===== config.mk =====
export PLATFORM = sky130hd
export DESIGN_NAME = bqbc_engine
export DESIGN_NICKNAME = d
export VERILOG_FILES = /design/src/rtl/core/bqbc_pkg.sv /design/src/rtl/core/bqbc_engine.sv
export SDC_FILE = /design/constraint.sdc
export NUM_CORES = 1
export LEC_CHECK = 0
export ABC_AREA = 1
export ABC_CLOCK_PERIOD_IN_PS = 11500
export BUFFER_PORTS_ARGS = -buffer_cell sky130_fd_sc_hd__buf_4
export CAP_MARGIN = 10
export CORE_MARGIN = 1.5
export CORE_UTILIZATION = 30
export CTS_BUF_LIST = sky130_fd_sc_hd__clkbuf_4 sky130_fd_sc_hd__clkbuf_8
export DETAILED_ROUTE_END_ITERATION = 10
export SYNTH_ARGS = -nofsm -noshare
export SYNTH_HDL_FRONTEND = slang
export SYNTH_SLANG_ARGS = --single-unit

===== constraint.sdc =====
create_clock -name i_clk -period 11.5 [get_ports i_clk]
set_clock_uncertainty 0.2 [all_clocks]
set_input_delay 2.875 -clock i_clk [delete_from_list [all_inputs] [get_ports i_clk]]
set_output_delay 2.875 -clock i_clk [all_outputs]
set_load 0.01 [all_outputs]

===== src/rtl/core/bqbc_pkg.sv =====
// ----------------------------------------------------------------------------
// bqbc_pkg
// Shared types, codes and character constants of the bracket and quote
// balance checker.
// ----------------------------------------------------------------------------
`default_nettype none

package bqbc_pkg;

    localparam int CODE_W     = 3;
    localparam int CHAR_W     = 8;
    localparam int EV_W       = 3;
    localparam int REQ_W      = 2;
    localparam int OUT_LINE_W = 16;
    localparam int ERR_W      = 16;

    typedef logic [CODE_W-1:0] t_code;
    typedef logic [CHAR_W-1:0] t_char;
    typedef logic [EV_W-1:0]   t_ev;
    typedef logic [REQ_W-1:0]  t_req;

    // request kinds
    localparam t_req REQ_CHAR = 2'd0;
    localparam t_req REQ_EOL  = 2'd1;
    localparam t_req REQ_EOI  = 2'd2;

    // reported events
    localparam t_ev EV_NONE     = 3'd0;
    localparam t_ev EV_MISMATCH = 3'd1;
    localparam t_ev EV_EMPTY    = 3'd2;
    localparam t_ev EV_UNCLOSED = 3'd3;
    localparam t_ev EV_CORRECT  = 3'd4;
    localparam t_ev EV_OVERFLOW = 3'd5;

    // stack entry codes
    localparam t_code CODE_PAREN  = 3'd0;
    localparam t_code CODE_BRACK  = 3'd1;
    localparam t_code CODE_BRACE  = 3'd2;
    localparam t_code CODE_DQUOTE = 3'd3;
    localparam t_code CODE_SQUOTE = 3'd4;
    localparam t_code CODE_NONE   = 3'd7;

    // characters of interest
    localparam t_char CH_LPAREN   = 8'd40;
    localparam t_char CH_RPAREN   = 8'd41;
    localparam t_char CH_LBRACK   = 8'd91;
    localparam t_char CH_RBRACK   = 8'd93;
    localparam t_char CH_LBRACE   = 8'd123;
    localparam t_char CH_RBRACE   = 8'd125;
    localparam t_char CH_DQUOTE   = 8'd34;
    localparam t_char CH_SQUOTE   = 8'd39;
    localparam t_char CH_END_MARK = 8'd36;

    typedef struct packed {
        t_ev                   ev_res;
        logic [OUT_LINE_W-1:0] line_number;
        t_char                 top_char;
        t_char                 current_char;
        logic [ERR_W-1:0]      error_total;
    } t_result;

    function automatic t_char code_char(input t_code code);
        t_char c;
        unique case (code)
            CODE_PAREN:  c = CH_LPAREN;
            CODE_BRACK:  c = CH_LBRACK;
            CODE_BRACE:  c = CH_LBRACE;
            CODE_DQUOTE: c = CH_DQUOTE;
            CODE_SQUOTE: c = CH_SQUOTE;
            default:     c = 8'd0;
        endcase
        return c;
    endfunction

endpackage

`default_nettype wire


===== src/rtl/core/bqbc_engine.sv =====
// ----------------------------------------------------------------------------
// bqbc_engine
// Checker state and per-request update; top of stack held in a register,
// the two entries beneath it prefetched from the stack memory.
// ----------------------------------------------------------------------------
`default_nettype none

module bqbc_engine
    import bqbc_pkg::*;
#(
    parameter int STACK_DEPTH = 64,
    parameter int LINE_BITS   = 16
) (
    input  wire                            i_clk,
    input  wire                            i_rst_n,
    input  wire                            i_accept,
    input  t_req                           i_req_type,
    input  t_char                          i_ch,
    input  t_code                          i_next_code,
    input  t_code                          i_third_code,
    output logic                           o_wr_en,
    output logic [$clog2(STACK_DEPTH)-1:0] o_wr_addr,
    output t_code                          o_wr_code,
    output logic [$clog2(STACK_DEPTH)-1:0] o_rd_addr_a,
    output logic [$clog2(STACK_DEPTH)-1:0] o_rd_addr_b,
    output t_result                        o_result
);

    localparam int SPW  = $clog2(STACK_DEPTH + 1);
    localparam int IDXW = $clog2(STACK_DEPTH);
    localparam logic [SPW-1:0] SP_FULL = SPW'(STACK_DEPTH);

    logic [SPW-1:0]       r_sp,   n_sp;
    t_code                r_top,  n_top;
    logic                 r_dq,   n_dq;
    logic                 r_sq,   n_sq;
    logic [LINE_BITS-1:0] r_line, n_line;
    logic [ERR_W-1:0]     r_err,  n_err;
    logic                 r_seen, n_seen;
    logic                 r_has,  n_has;

    logic                 sp_empty;
    logic                 sp_full;
    logic [ERR_W-1:0]     err_inc;
    logic [LINE_BITS-1:0] cur_line;

    // end of line quote drops
    logic                 pop_dq;
    logic                 pop_sq;
    logic [SPW-1:0]       sp1;
    t_code                top1;
    logic [SPW-1:0]       eol_sp;
    t_code                eol_top;

    logic                 op_push;
    logic                 op_close;
    t_code                op_code;

    t_ev                  res_ev;
    logic [LINE_BITS-1:0] res_line;
    t_char                res_top;
    t_char                res_cur;
    logic [ERR_W-1:0]     res_err;
    logic [LINE_BITS+OUT_LINE_W-1:0] line_ext;

    logic [SPW-1:0]       addr_sp;
    logic [SPW-1:0]       rd_a_full;
    logic [SPW-1:0]       rd_b_full;

    assign sp_empty = (r_sp == '0);
    assign sp_full  = (r_sp >= SP_FULL);
    assign err_inc  = (r_err == '1) ? r_err : r_err + ERR_W'(1);
    assign cur_line = r_line + LINE_BITS'(1);

    assign pop_dq  = r_dq && !sp_empty && (r_top == CODE_DQUOTE);
    assign sp1     = r_sp - SPW'(pop_dq);
    assign top1    = pop_dq ? i_next_code : r_top;
    assign pop_sq  = r_sq && (sp1 != '0) && (top1 == CODE_SQUOTE);
    assign eol_sp  = sp1 - SPW'(pop_sq);
    assign eol_top = pop_sq ? (pop_dq ? i_third_code : i_next_code) : top1;

    always_comb begin
        n_sp     = r_sp;
        n_top    = r_top;
        n_dq     = r_dq;
        n_sq     = r_sq;
        n_line   = r_line;
        n_err    = r_err;
        n_seen   = r_seen;
        n_has    = r_has;
        o_wr_en  = 1'b0;
        op_push  = 1'b0;
        op_close = 1'b0;
        op_code  = CODE_NONE;
        res_ev   = EV_NONE;
        res_line = '0;
        res_top  = '0;
        res_cur  = '0;
        res_err  = r_err;

        unique case (i_req_type)
            REQ_CHAR: begin
                n_has = 1'b1;
                unique case (i_ch)
                    CH_LPAREN: begin
                        op_push = 1'b1;
                        op_code = CODE_PAREN;
                    end
                    CH_LBRACK: begin
                        op_push = 1'b1;
                        op_code = CODE_BRACK;
                    end
                    CH_LBRACE: begin
                        op_push = 1'b1;
                        op_code = CODE_BRACE;
                    end
                    CH_RPAREN: begin
                        op_close = 1'b1;
                        op_code  = CODE_PAREN;
                    end
                    CH_RBRACK: begin
                        op_close = 1'b1;
                        op_code  = CODE_BRACK;
                    end
                    CH_RBRACE: begin
                        op_close = 1'b1;
                        op_code  = CODE_BRACE;
                    end
                    CH_DQUOTE: begin
                        n_dq     = ~r_dq;
                        op_push  = ~r_dq;
                        op_close = r_dq;
                        op_code  = CODE_DQUOTE;
                    end
                    CH_SQUOTE: begin
                        n_sq     = ~r_sq;
                        op_push  = ~r_sq;
                        op_close = r_sq;
                        op_code  = CODE_SQUOTE;
                    end
                    default: begin
                    end
                endcase

                if (op_push) begin
                    if (sp_full) begin
                        n_err    = err_inc;
                        res_err  = err_inc;
                        res_ev   = EV_OVERFLOW;
                        res_line = cur_line;
                        res_top  = code_char(r_top);
                        res_cur  = i_ch;
                    end else begin
                        n_sp    = r_sp + SPW'(1);
                        n_top   = op_code;
                        o_wr_en = 1'b1;
                    end
                end else if (op_close) begin
                    if (sp_empty) begin
                        n_err    = err_inc;
                        res_err  = err_inc;
                        res_ev   = EV_EMPTY;
                        res_line = cur_line;
                        res_cur  = i_ch;
                    end else if (r_top != op_code) begin
                        n_err    = err_inc;
                        res_err  = err_inc;
                        res_ev   = EV_MISMATCH;
                        res_line = cur_line;
                        res_top  = code_char(r_top);
                        res_cur  = i_ch;
                    end else begin
                        n_sp  = r_sp - SPW'(1);
                        n_top = i_next_code;
                    end
                end
            end
            REQ_EOL: begin
                n_sp   = eol_sp;
                n_top  = eol_top;
                n_dq   = 1'b0;
                n_sq   = 1'b0;
                n_seen = r_seen | ~r_has;
                n_line = cur_line;
                n_has  = 1'b0;
            end
            REQ_EOI: begin
                res_cur = CH_END_MARK;
                if (r_err == '0 && eol_sp == '0) begin
                    res_ev = EV_CORRECT;
                end else if (eol_sp != '0) begin
                    res_ev   = EV_UNCLOSED;
                    res_line = r_has ? r_line + LINE_BITS'(2) : cur_line;
                    res_top  = code_char(eol_top);
                end
                // stream closed, back to the reset state
                n_sp   = '0;
                n_dq   = 1'b0;
                n_sq   = 1'b0;
                n_line = '0;
                n_err  = '0;
                n_seen = 1'b0;
                n_has  = 1'b0;
            end
            default: begin
            end
        endcase
    end

    always_ff @(posedge i_clk) begin
        if (!i_rst_n) begin
            r_sp   <= '0;
            r_dq   <= 1'b0;
            r_sq   <= 1'b0;
            r_line <= '0;
            r_err  <= '0;
            r_seen <= 1'b0;
            r_has  <= 1'b0;
        end else if (i_accept) begin
            r_sp   <= n_sp;
            r_dq   <= n_dq;
            r_sq   <= n_sq;
            r_line <= n_line;
            r_err  <= n_err;
            r_seen <= n_seen;
            r_has  <= n_has;
        end
    end

    always_ff @(posedge i_clk) begin
        if (i_accept) begin
            r_top <= n_top;
        end
    end

    // prefetch the two entries under the next top
    assign addr_sp     = i_accept ? n_sp : r_sp;
    assign rd_a_full   = addr_sp - SPW'(2);
    assign rd_b_full   = addr_sp - SPW'(3);
    assign o_rd_addr_a = rd_a_full[IDXW-1:0];
    assign o_rd_addr_b = rd_b_full[IDXW-1:0];
    assign o_wr_addr   = r_sp[IDXW-1:0];
    assign o_wr_code   = op_code;

    assign line_ext = {{OUT_LINE_W{1'b0}}, res_line};

    assign o_result = '{
        ev_res:       res_ev,
        line_number:  line_ext[OUT_LINE_W-1:0],
        top_char:     res_top,
        current_char: res_cur,
        error_total:  res_err
    };

endmodule

`default_nettype wire


==> impl_summary.log, run 1 <==
INFO  metric worst_path_dominant_cell_family = simple AND/OR/NAND/NOR gates
INFO  metric syn-instance-count = 847
INFO  metric yosys_warnings = 0
INFO  metric worstHoldPathCells = 2
INFO  metric detail-route-antenna-nets = 0
INFO  metric crit-reg2reg-capture = r_sp[5]
INFO  metric route.detailed.vias_per_inst = 4.96
INFO  metric clock_latency = 0.32 ns
INFO  metric grt_util_all_layers = 0.176
INFO  metric tritoncts = done
INFO  metric dp_cells = 1125
INFO  metric post_route_hold_slack = 0.298 ns
INFO  metric worstPathCellList = buf_4 > inv_1 > nand2_2 > nor2_4 > nand2_2 > nor2_2 > inv_1 > o21ai_1 > nor3_2 > buf_4 > nor2_2 > inv_1 > o21ai_0 > a21oi_1 > nand2_1 > nand2_1 > o21ai_1 > ha_1 > inv_1 > nor2_1 > nand2_1 > nand2_1 > nand2_1 > buf_4
INFO  metric worst-setup-path-type = input pin to output port
INFO  metric yosys_most_used_dff = dfxtp_1
INFO  metric routedWlPerCell = 13.9 um
INFO  metric slew-limit-headroom = 0.493
INFO  metric die_ar = 17900 sq um
INFO  metric maxSlewViolCount = 0
INFO  metric final_cell_mix = nand2_1, buf_4, inv_1
INFO  metric place.port_buffers = 89
INFO  metric row_count = 47
INFO  metric fmaxAchievable = 114 MHz
INFO  metric postSynth.asyncResetShare = 0
INFO  metric place.detailed.hpwl = 12100 um
INFO  metric synth-edff-count = 3
INFO  metric crit_path_top_delay_cell = nor2_2
INFO  metric finalNonFillerCells = 1134
INFO  metric cp_max_fo = 21
INFO  metric cp.buffers_inverters = 7
INFO  metric core_area = 16600 sq um
INFO  metric worst_slew_pin_slew = 0.758 ns
INFO  metric worst_hold_path.endpoint = r_line[10]
INFO  metric fp.dieW = 134 um
INFO  metric worst_r2r_startpoint = r_sp[1]
INFO  metric post_cts.repair.setup_buffers = 0
INFO  metric synth.ff_latch_count = 45
INFO  metric number_of_violations_reported_at_the_end_of_detailed_routing_iteration_0 = 336
INFO  metric share_comb_of_total_power = 0.300
INFO  metric grt_start_max_net_pins = 38
INFO  metric total_wire_length_after_detailed_routing = 15700 um
INFO  metric p_switching = 155 uW
INFO  metric timing.critical_path.required = 8.43 ns
INFO  metric worst_ir_drop_vdd = 0.0000407 V
INFO  metric cts_hold_buffers = 0
INFO  metric final_nets = 949
INFO  metric timing_hold_violations_final = 0
INFO  metric min_period = 8.76 ns
INFO  metric layout-area-overhead-vs-synth = 17.6%
INFO  metric seq_area_frac_synth = 0.181
INFO  metric syn_area_per_cell = 6.06 sq um
INFO  metric p_leak = 0.00270 uW
INFO  metric p_total = 431 uW
INFO  metric cts.path.max_buffers = 2
INFO  metric mostFrequentLayoutCell = nand2_1
INFO  metric reg2reg_setup_slack = 7.26 ns
INFO  metric cts.repair.resized = 0
INFO  metric gpl.final_weighted_congestion = 0.890
INFO  metric clock_tree.htree_level_count = 2
INFO  metric cts.root.buffer_cell = clkbuf_8
INFO  metric maxCapViolations = 0
INFO  metric dr_total_vias = 5626
INFO  metric post_synthesis_cell_area = 5130 sq um
INFO  metric startpoint_type = input pin
INFO  metric clkPwrFrac = 0.307
INFO  metric clk_transition_reported_paths = 0.10 ns
INFO  metric nFillCells = 1791
INFO  metric status = finished, final reports clean
INFO  metric critical_path_arrival = 5.69 ns
INFO  metric min_from = r_line[10]
INFO  metric chipHeight = 134 um
INFO  metric rr_worst_depth = 27
INFO  metric worstHoldPathType = register to register
INFO  metric grt_first_pass_wirelength = 26200 um
INFO  metric clock_sink_count = 45
INFO  metric place_ws = 2.78 ns
INFO  metric power.internal = 277 uW
INFO  metric floorplan.initialDensity = 0.308
INFO  metric layout-drive-gt1-share = 0.208
INFO  metric drt_pass1_iterations = 5
INFO  metric min_period_over_period = 0.762
INFO  metric power.share.switching = 0.358
INFO  metric drc = 0
INFO  metric rsz0062_at_grt = no
INFO  metric power.density = 71.4 nW/um^2
INFO  metric top_ports = 92
INFO  metric cts_inserted_buffers = 5
INFO  metric antenna_found_initial = 0
INFO  metric path_common_cell = nand2_1
INFO  metric grt_pass1_vias = 5374
INFO  metric worst_slack = 2.74 ns
INFO  metric yosysUniqueCellTypes = 50
INFO  metric share_seq_of_total_power = 0.393
INFO  metric critical_path.max_stage_delay = 0.30 ns
INFO  metric setup_viol_count_final = 0
INFO  metric num_antenna_cells = 0
INFO  metric grt_remaining_overflow = 0
INFO  metric crit_path_start = i_ch[4]
INFO  metric critical_path.endpoint_type = output port
INFO  metric setup-tns-final = 0 ns
==> final cells by class <==
cell class / instances / area (sq um) / share of cell area
clock buffers: 6 / 76.3 / 0.0126
clock inverters: 2 / 38.8 / 0.00642
inverters: 101 / 379 / 0.0628
multi-input cells: 667 / 3640 / 0.602
flip-flops and latches: 45 / 931 / 0.154
well taps: 220 / 275 / 0.0456
repair buffers: 93 / 702 / 0.116
==> worst max path at each step <==
stage	to	slack [ns]	depth (start not counted)
floorplan	o_result[30]	3.40	16
global placement	o_rd_addr_a[5]	2.80	24
detailed placement	o_rd_addr_a[5]	2.78	24
CTS	o_rd_addr_a[5]	2.78	24
global route	o_rd_addr_a[5]	2.35	24
finish	o_rd_addr_a[5]	2.74	24
==> flip-flops by register name, summed over array words and instances, names as in the netlist <==
name    count
r_sq        1
r_line     16
r_top       3
r_dq        1
r_err      16
r_sp        7
r_has       1
==> stage by stage <==
step                      area, sq um   util
after detailed placement         5910  0.355
after CTS                        6030  0.362
after global routing             6040  0.363
final                            6040  0.363
after global placement           5910  0.355
after floorplan                  5140      -
==> cell families after synthesis <==
family / share of synthesized area
AND/OR/NAND/NOR: 0.407
AO/OA/AOI/OAI: 0.185
buffers and inverters: 0.111
flip-flops: 0.181
XOR/XNOR: 0.0734
adder cells (fa/ha/maj): 0.0414
other: 0.000730
==> layer usage <==
layer	wire length, um	track usage	share of wire
met4	209	0.0368	0.013
met2	7130	0.302	0.45
met1	7250	0.231	0.46
met5	0	0	0
met3	1120	0.0321	0.072
==> power groups by stage <==
| stage | combinational [uW] | sequential, uW | clock (uW) |
|---|---|---|---|
| 2_1_floorplan | 86.8 | 169 | 0 |
| 3_3_place_gp | 128 | 173 | 0 |
| 3_5_place_dp | 128 | 173 | 0 |
| 4_1_cts | 129 | 169 | 136 |
| 5_1_grt | 143 | 170 | 142 |
| 6_report | 129 | 169 | 133 |
==> worst min-delay path, stage by stage, from the launching register on <==
cell and delay [ns]:
dfxtp_1 0.34, nand2_1 0.06, a21oi_1 0.06
==> Yosys cell counts (2+ instances only) <==
library cell,count,area (sq um)
nand2_1,213,800
inv_1,82,308
nor2_1,77,289
nand3_1,59,295
o21ai_0,56,280
a21oi_1,53,265
dfxtp_1,42,841
xor2_1,37,324
ha_1,17,213
inv_2,17,63.8
clkbuf_1,15,56.3
nand2_2,15,93.8
nand4_1,13,81.3
o21ai_1,12,60.1
o22ai_1,12,75.1
buf_4,10,75.1
nor3_1,10,50.1
or2_2,10,62.6
nand2_4,9,101
nor2_2,7,43.8
o211ai_1,7,52.6
a21oi_2,6,52.6
buf_2,6,30.0
nand3_2,6,60.1
nor4_1,6,37.5
o211ai_2,6,75.1
xnor2_1,6,52.6
nor3_2,5,50.1
a22oi_1,3,22.5
edfxtp_1,3,90.1
a31oi_1,2,12.5
buf_1,2,7.51
buf_6,2,22.5
clkinv_1,2,7.51
nand4_2,2,25.0
o21ai_2,2,17.5
or2_1,2,12.5
Power figures use the tool's default switching activity.
==> run 2: changes to the inputs <==
ABC_CLOCK_PERIOD_IN_PS = 7900   (was 11500)
clock period = 7.9 ns   (was 11.5 ns; I/O delays follow)
==> run 2 against run 1 <==
Compared with the run above:
- clock power increased by 44%
- global-route usage increased by 0.24 points
- largest cell class unchanged
- flip-flop and latch count unchanged
- power increased by 45%
- combinational power increased by 46%
==> impl_summary.log, run 2 (same netlist as run 1, synthesis figures left out) <==
INFO  metric reg2reg_setup_slack = 3.69 ns (-3.57 ns)
INFO  metric status = finished, final reports clean
INFO  metric maxSlewViolCount = 0 (unchanged)
INFO  metric share_comb_of_total_power = 0.301 (about the same)
INFO  metric routedWlPerCell = 14.1 um (+1.6%)
INFO  metric total_wire_length_after_detailed_routing = 16000 um (+1.7%)
INFO  metric detail-route-antenna-nets = 0 (unchanged)
INFO  metric drt_pass1_iterations = 4 (-1)
INFO  metric floorplan.initialDensity = 0.308 (unchanged)
INFO  metric timing.critical_path.required = 5.73 ns (-2.70 ns)
INFO  metric dr_total_vias = 5567 (-1.0%)
INFO  metric rsz0062_at_grt = no
INFO  metric slew-limit-headroom = 0.490 (-0.00278)
INFO  metric worst_slew_pin_slew = 0.764 ns (+0.00586 ns)
INFO  metric top_ports = 92 (unchanged)
INFO  metric place.detailed.hpwl = 12300 um (+1.8%)
INFO  metric critical_path.endpoint_type = output port
INFO  metric die_ar = 17900 sq um (unchanged)
INFO  metric top_layer = met4
INFO  metric power.internal = 403 uW (+46%)
INFO  metric cts_inserted_buffers = 5 (unchanged)
INFO  metric worst-setup-path-type = register to output port
INFO  metric clock_sink_count = 45 (unchanged)
INFO  metric worst_slack = 0.719 ns (-2.02 ns)
INFO  metric path_common_cell = ha_1
INFO  metric gpl.final_weighted_congestion = 0.880 (-1.2%)
INFO  metric setup_viol_count_final = 0 (unchanged)
INFO  metric layout-area-overhead-vs-synth = 17.7% (about the same)
INFO  metric clock_latency = 0.32 ns (about the same)
INFO  metric crit_path_top_delay_cell = dfxtp_1
INFO  metric mostFrequentLayoutCell = nand2_1
INFO  metric maxCapViolations = 0 (unchanged)
INFO  metric number_of_violations_reported_at_the_end_of_detailed_routing_iteration_0 = 375 (+12%)
INFO  metric m1WireLength = 7590 um (+4.7%)
INFO  metric grt_first_pass_wirelength = 26300 um (+0.47%)
INFO  metric core_area = 16600 sq um (unchanged)
INFO  metric cts.repair.resized = 0 (unchanged)
INFO  metric place.port_buffers = 89 (unchanged)
INFO  metric cts_hold_buffers = 0 (unchanged)
INFO  metric grt_remaining_overflow = 0 (unchanged)
INFO  metric cp_max_fo = 18 (-14%)
INFO  metric route.detailed.vias_per_inst = 4.90 (-1.1%)
INFO  metric timing_hold_violations_final = 0 (unchanged)
INFO  metric final_cell_mix = nand2_1, buf_4, inv_1
INFO  metric min_period_over_period = 0.909
INFO  metric worst_r2r_startpoint = r_sp[1]
INFO  metric grt_start_max_net_pins = 38 (unchanged)
INFO  metric antenna_found_initial = 0 (unchanged)
INFO  metric tritoncts = done
INFO  metric setup-tns-final = 0 ns (unchanged)
INFO  metric met2_wirelength = 7500 um (+5.2%)
INFO  metric row_count = 47 (unchanged)
INFO  metric wl_met3 = 726 um (-35%)
INFO  metric power.share.switching = 0.356 (-0.00241)
INFO  metric clk_transition_reported_paths = 0.10 ns (about the same)
INFO  metric worstHoldPathType = register to register
INFO  metric cts.path.max_buffers = 2 (unchanged)
INFO  metric clock_tree.htree_level_count = 2 (unchanged)
INFO  metric fmaxAchievable = 139 MHz
INFO  metric final_nets = 950 (+0.11%)
INFO  metric critical_path.max_stage_delay = 0.51 ns (+0.21 ns)
INFO  metric worst_ir_drop_vdd = 0.0000763 V (+88%)
INFO  metric num_antenna_cells = 0 (unchanged)
INFO  metric layout-drive-gt1-share = 0.209 (+0.000866)
INFO  metric drc = 0 (unchanged)
INFO  metric startpoint_type = register
INFO  metric chipHeight = 134 um (unchanged)
INFO  metric p_switching = 223 uW (+44%)
INFO  metric reg_top3 = r_err: 16 flops, r_line: 16 flops, r_sp: 7 flops
INFO  metric grt_pass1_vias = 5307 (-1.2%)
INFO  metric fp.dieW = 134 um (unchanged)
INFO  metric nFillCells = 1847 (+3.1%)
INFO  metric post_cts.repair.setup_buffers = 0 (unchanged)
INFO  metric cts.root.buffer_cell = clkbuf_8
INFO  metric min_period = 7.18 ns
INFO  metric place_ws = 1.01 ns (-1.77 ns)
INFO  metric grt_util_all_layers = 0.179 (+0.00242)
INFO  metric critical_path_arrival = 5.01 ns (-0.68 ns)
INFO  metric p_leak = 0.00270 uW (+0.15%)
INFO  metric share_seq_of_total_power = 0.394 (about the same)
INFO  metric power.density = 104 nW/um^2 (+45%)
INFO  metric crit_path_start = r_sp[1]
INFO  metric min_from = r_line[11]
INFO  metric clkPwrFrac = 0.305 (-0.002)
run 2: changes by cell type in the layout (fill, tap and decap cells not counted), sizes merged:
cell and delta:
buf +1
run 2: final timing paths:
path	end	depth (start not counted)
max reg2reg	r_sp[5]	27
max	o_result[24]	31
min reg2reg	r_line[11]	2
min	r_line[11]	2
run 2: worst max-delay path, delay by kind of cell, from the launching register on:
family	cells	cell delay, ns
AOI/OAI and AO/OA	1	0.19
xor gates and xnor gates	1	0.11
adders and majority gates	5	1.08
buffers and inverters	5	0.77
DFF	1	0.51
and+or+nand+nor	19	2.00
run 2: layout make-up:
type / instances / area [sq um] / share of cell area
Tap cell: 220 / 275 / 0.0456
Multi-Input combinational cell: 667 / 3640 / 0.602
Sequential cell: 45 / 931 / 0.154
Inverter: 101 / 379 / 0.0627
Clock inverter: 2 / 38.8 / 0.00642
Clock buffer: 6 / 76.3 / 0.0126
Timing Repair Buffer: 94 / 706 / 0.117
run 2: per-layer routing:
layer	track usage	vias up
met5	0	-
met4	0.0368	0
met3	0.0253	13
met2	0.305	131
met1	0.240	2522
li1	-	2901
run 2: per-stage QoR:
stage / hold slack [ns] / area, sq um / utilization / power, uW / instances
after detailed placement: 0.284 / 5930 / 0.356 / 440 / 1127
after global placement: 0.281 / 5930 / 0.356 / 439 / 1127
after CTS: 0.297 / 6040 / 0.363 / 631 / 1135
final: 0.304 / 6040 / 0.363 / 626 / 1135
after floorplan: 0.258 / 5140 / - / 373 / 848
after global routing: 0.314 / 6040 / 0.363 / 660 / 1135
run 2: power by group through the flow:
stage	Combinational (uW)	Clock, uW	Sequential [uW]
global placement	188	0	252
detailed placement	188	0	252
finish	188	191	247
CTS	189	196	246
global route	209	203	247
floorplan	126	0	247
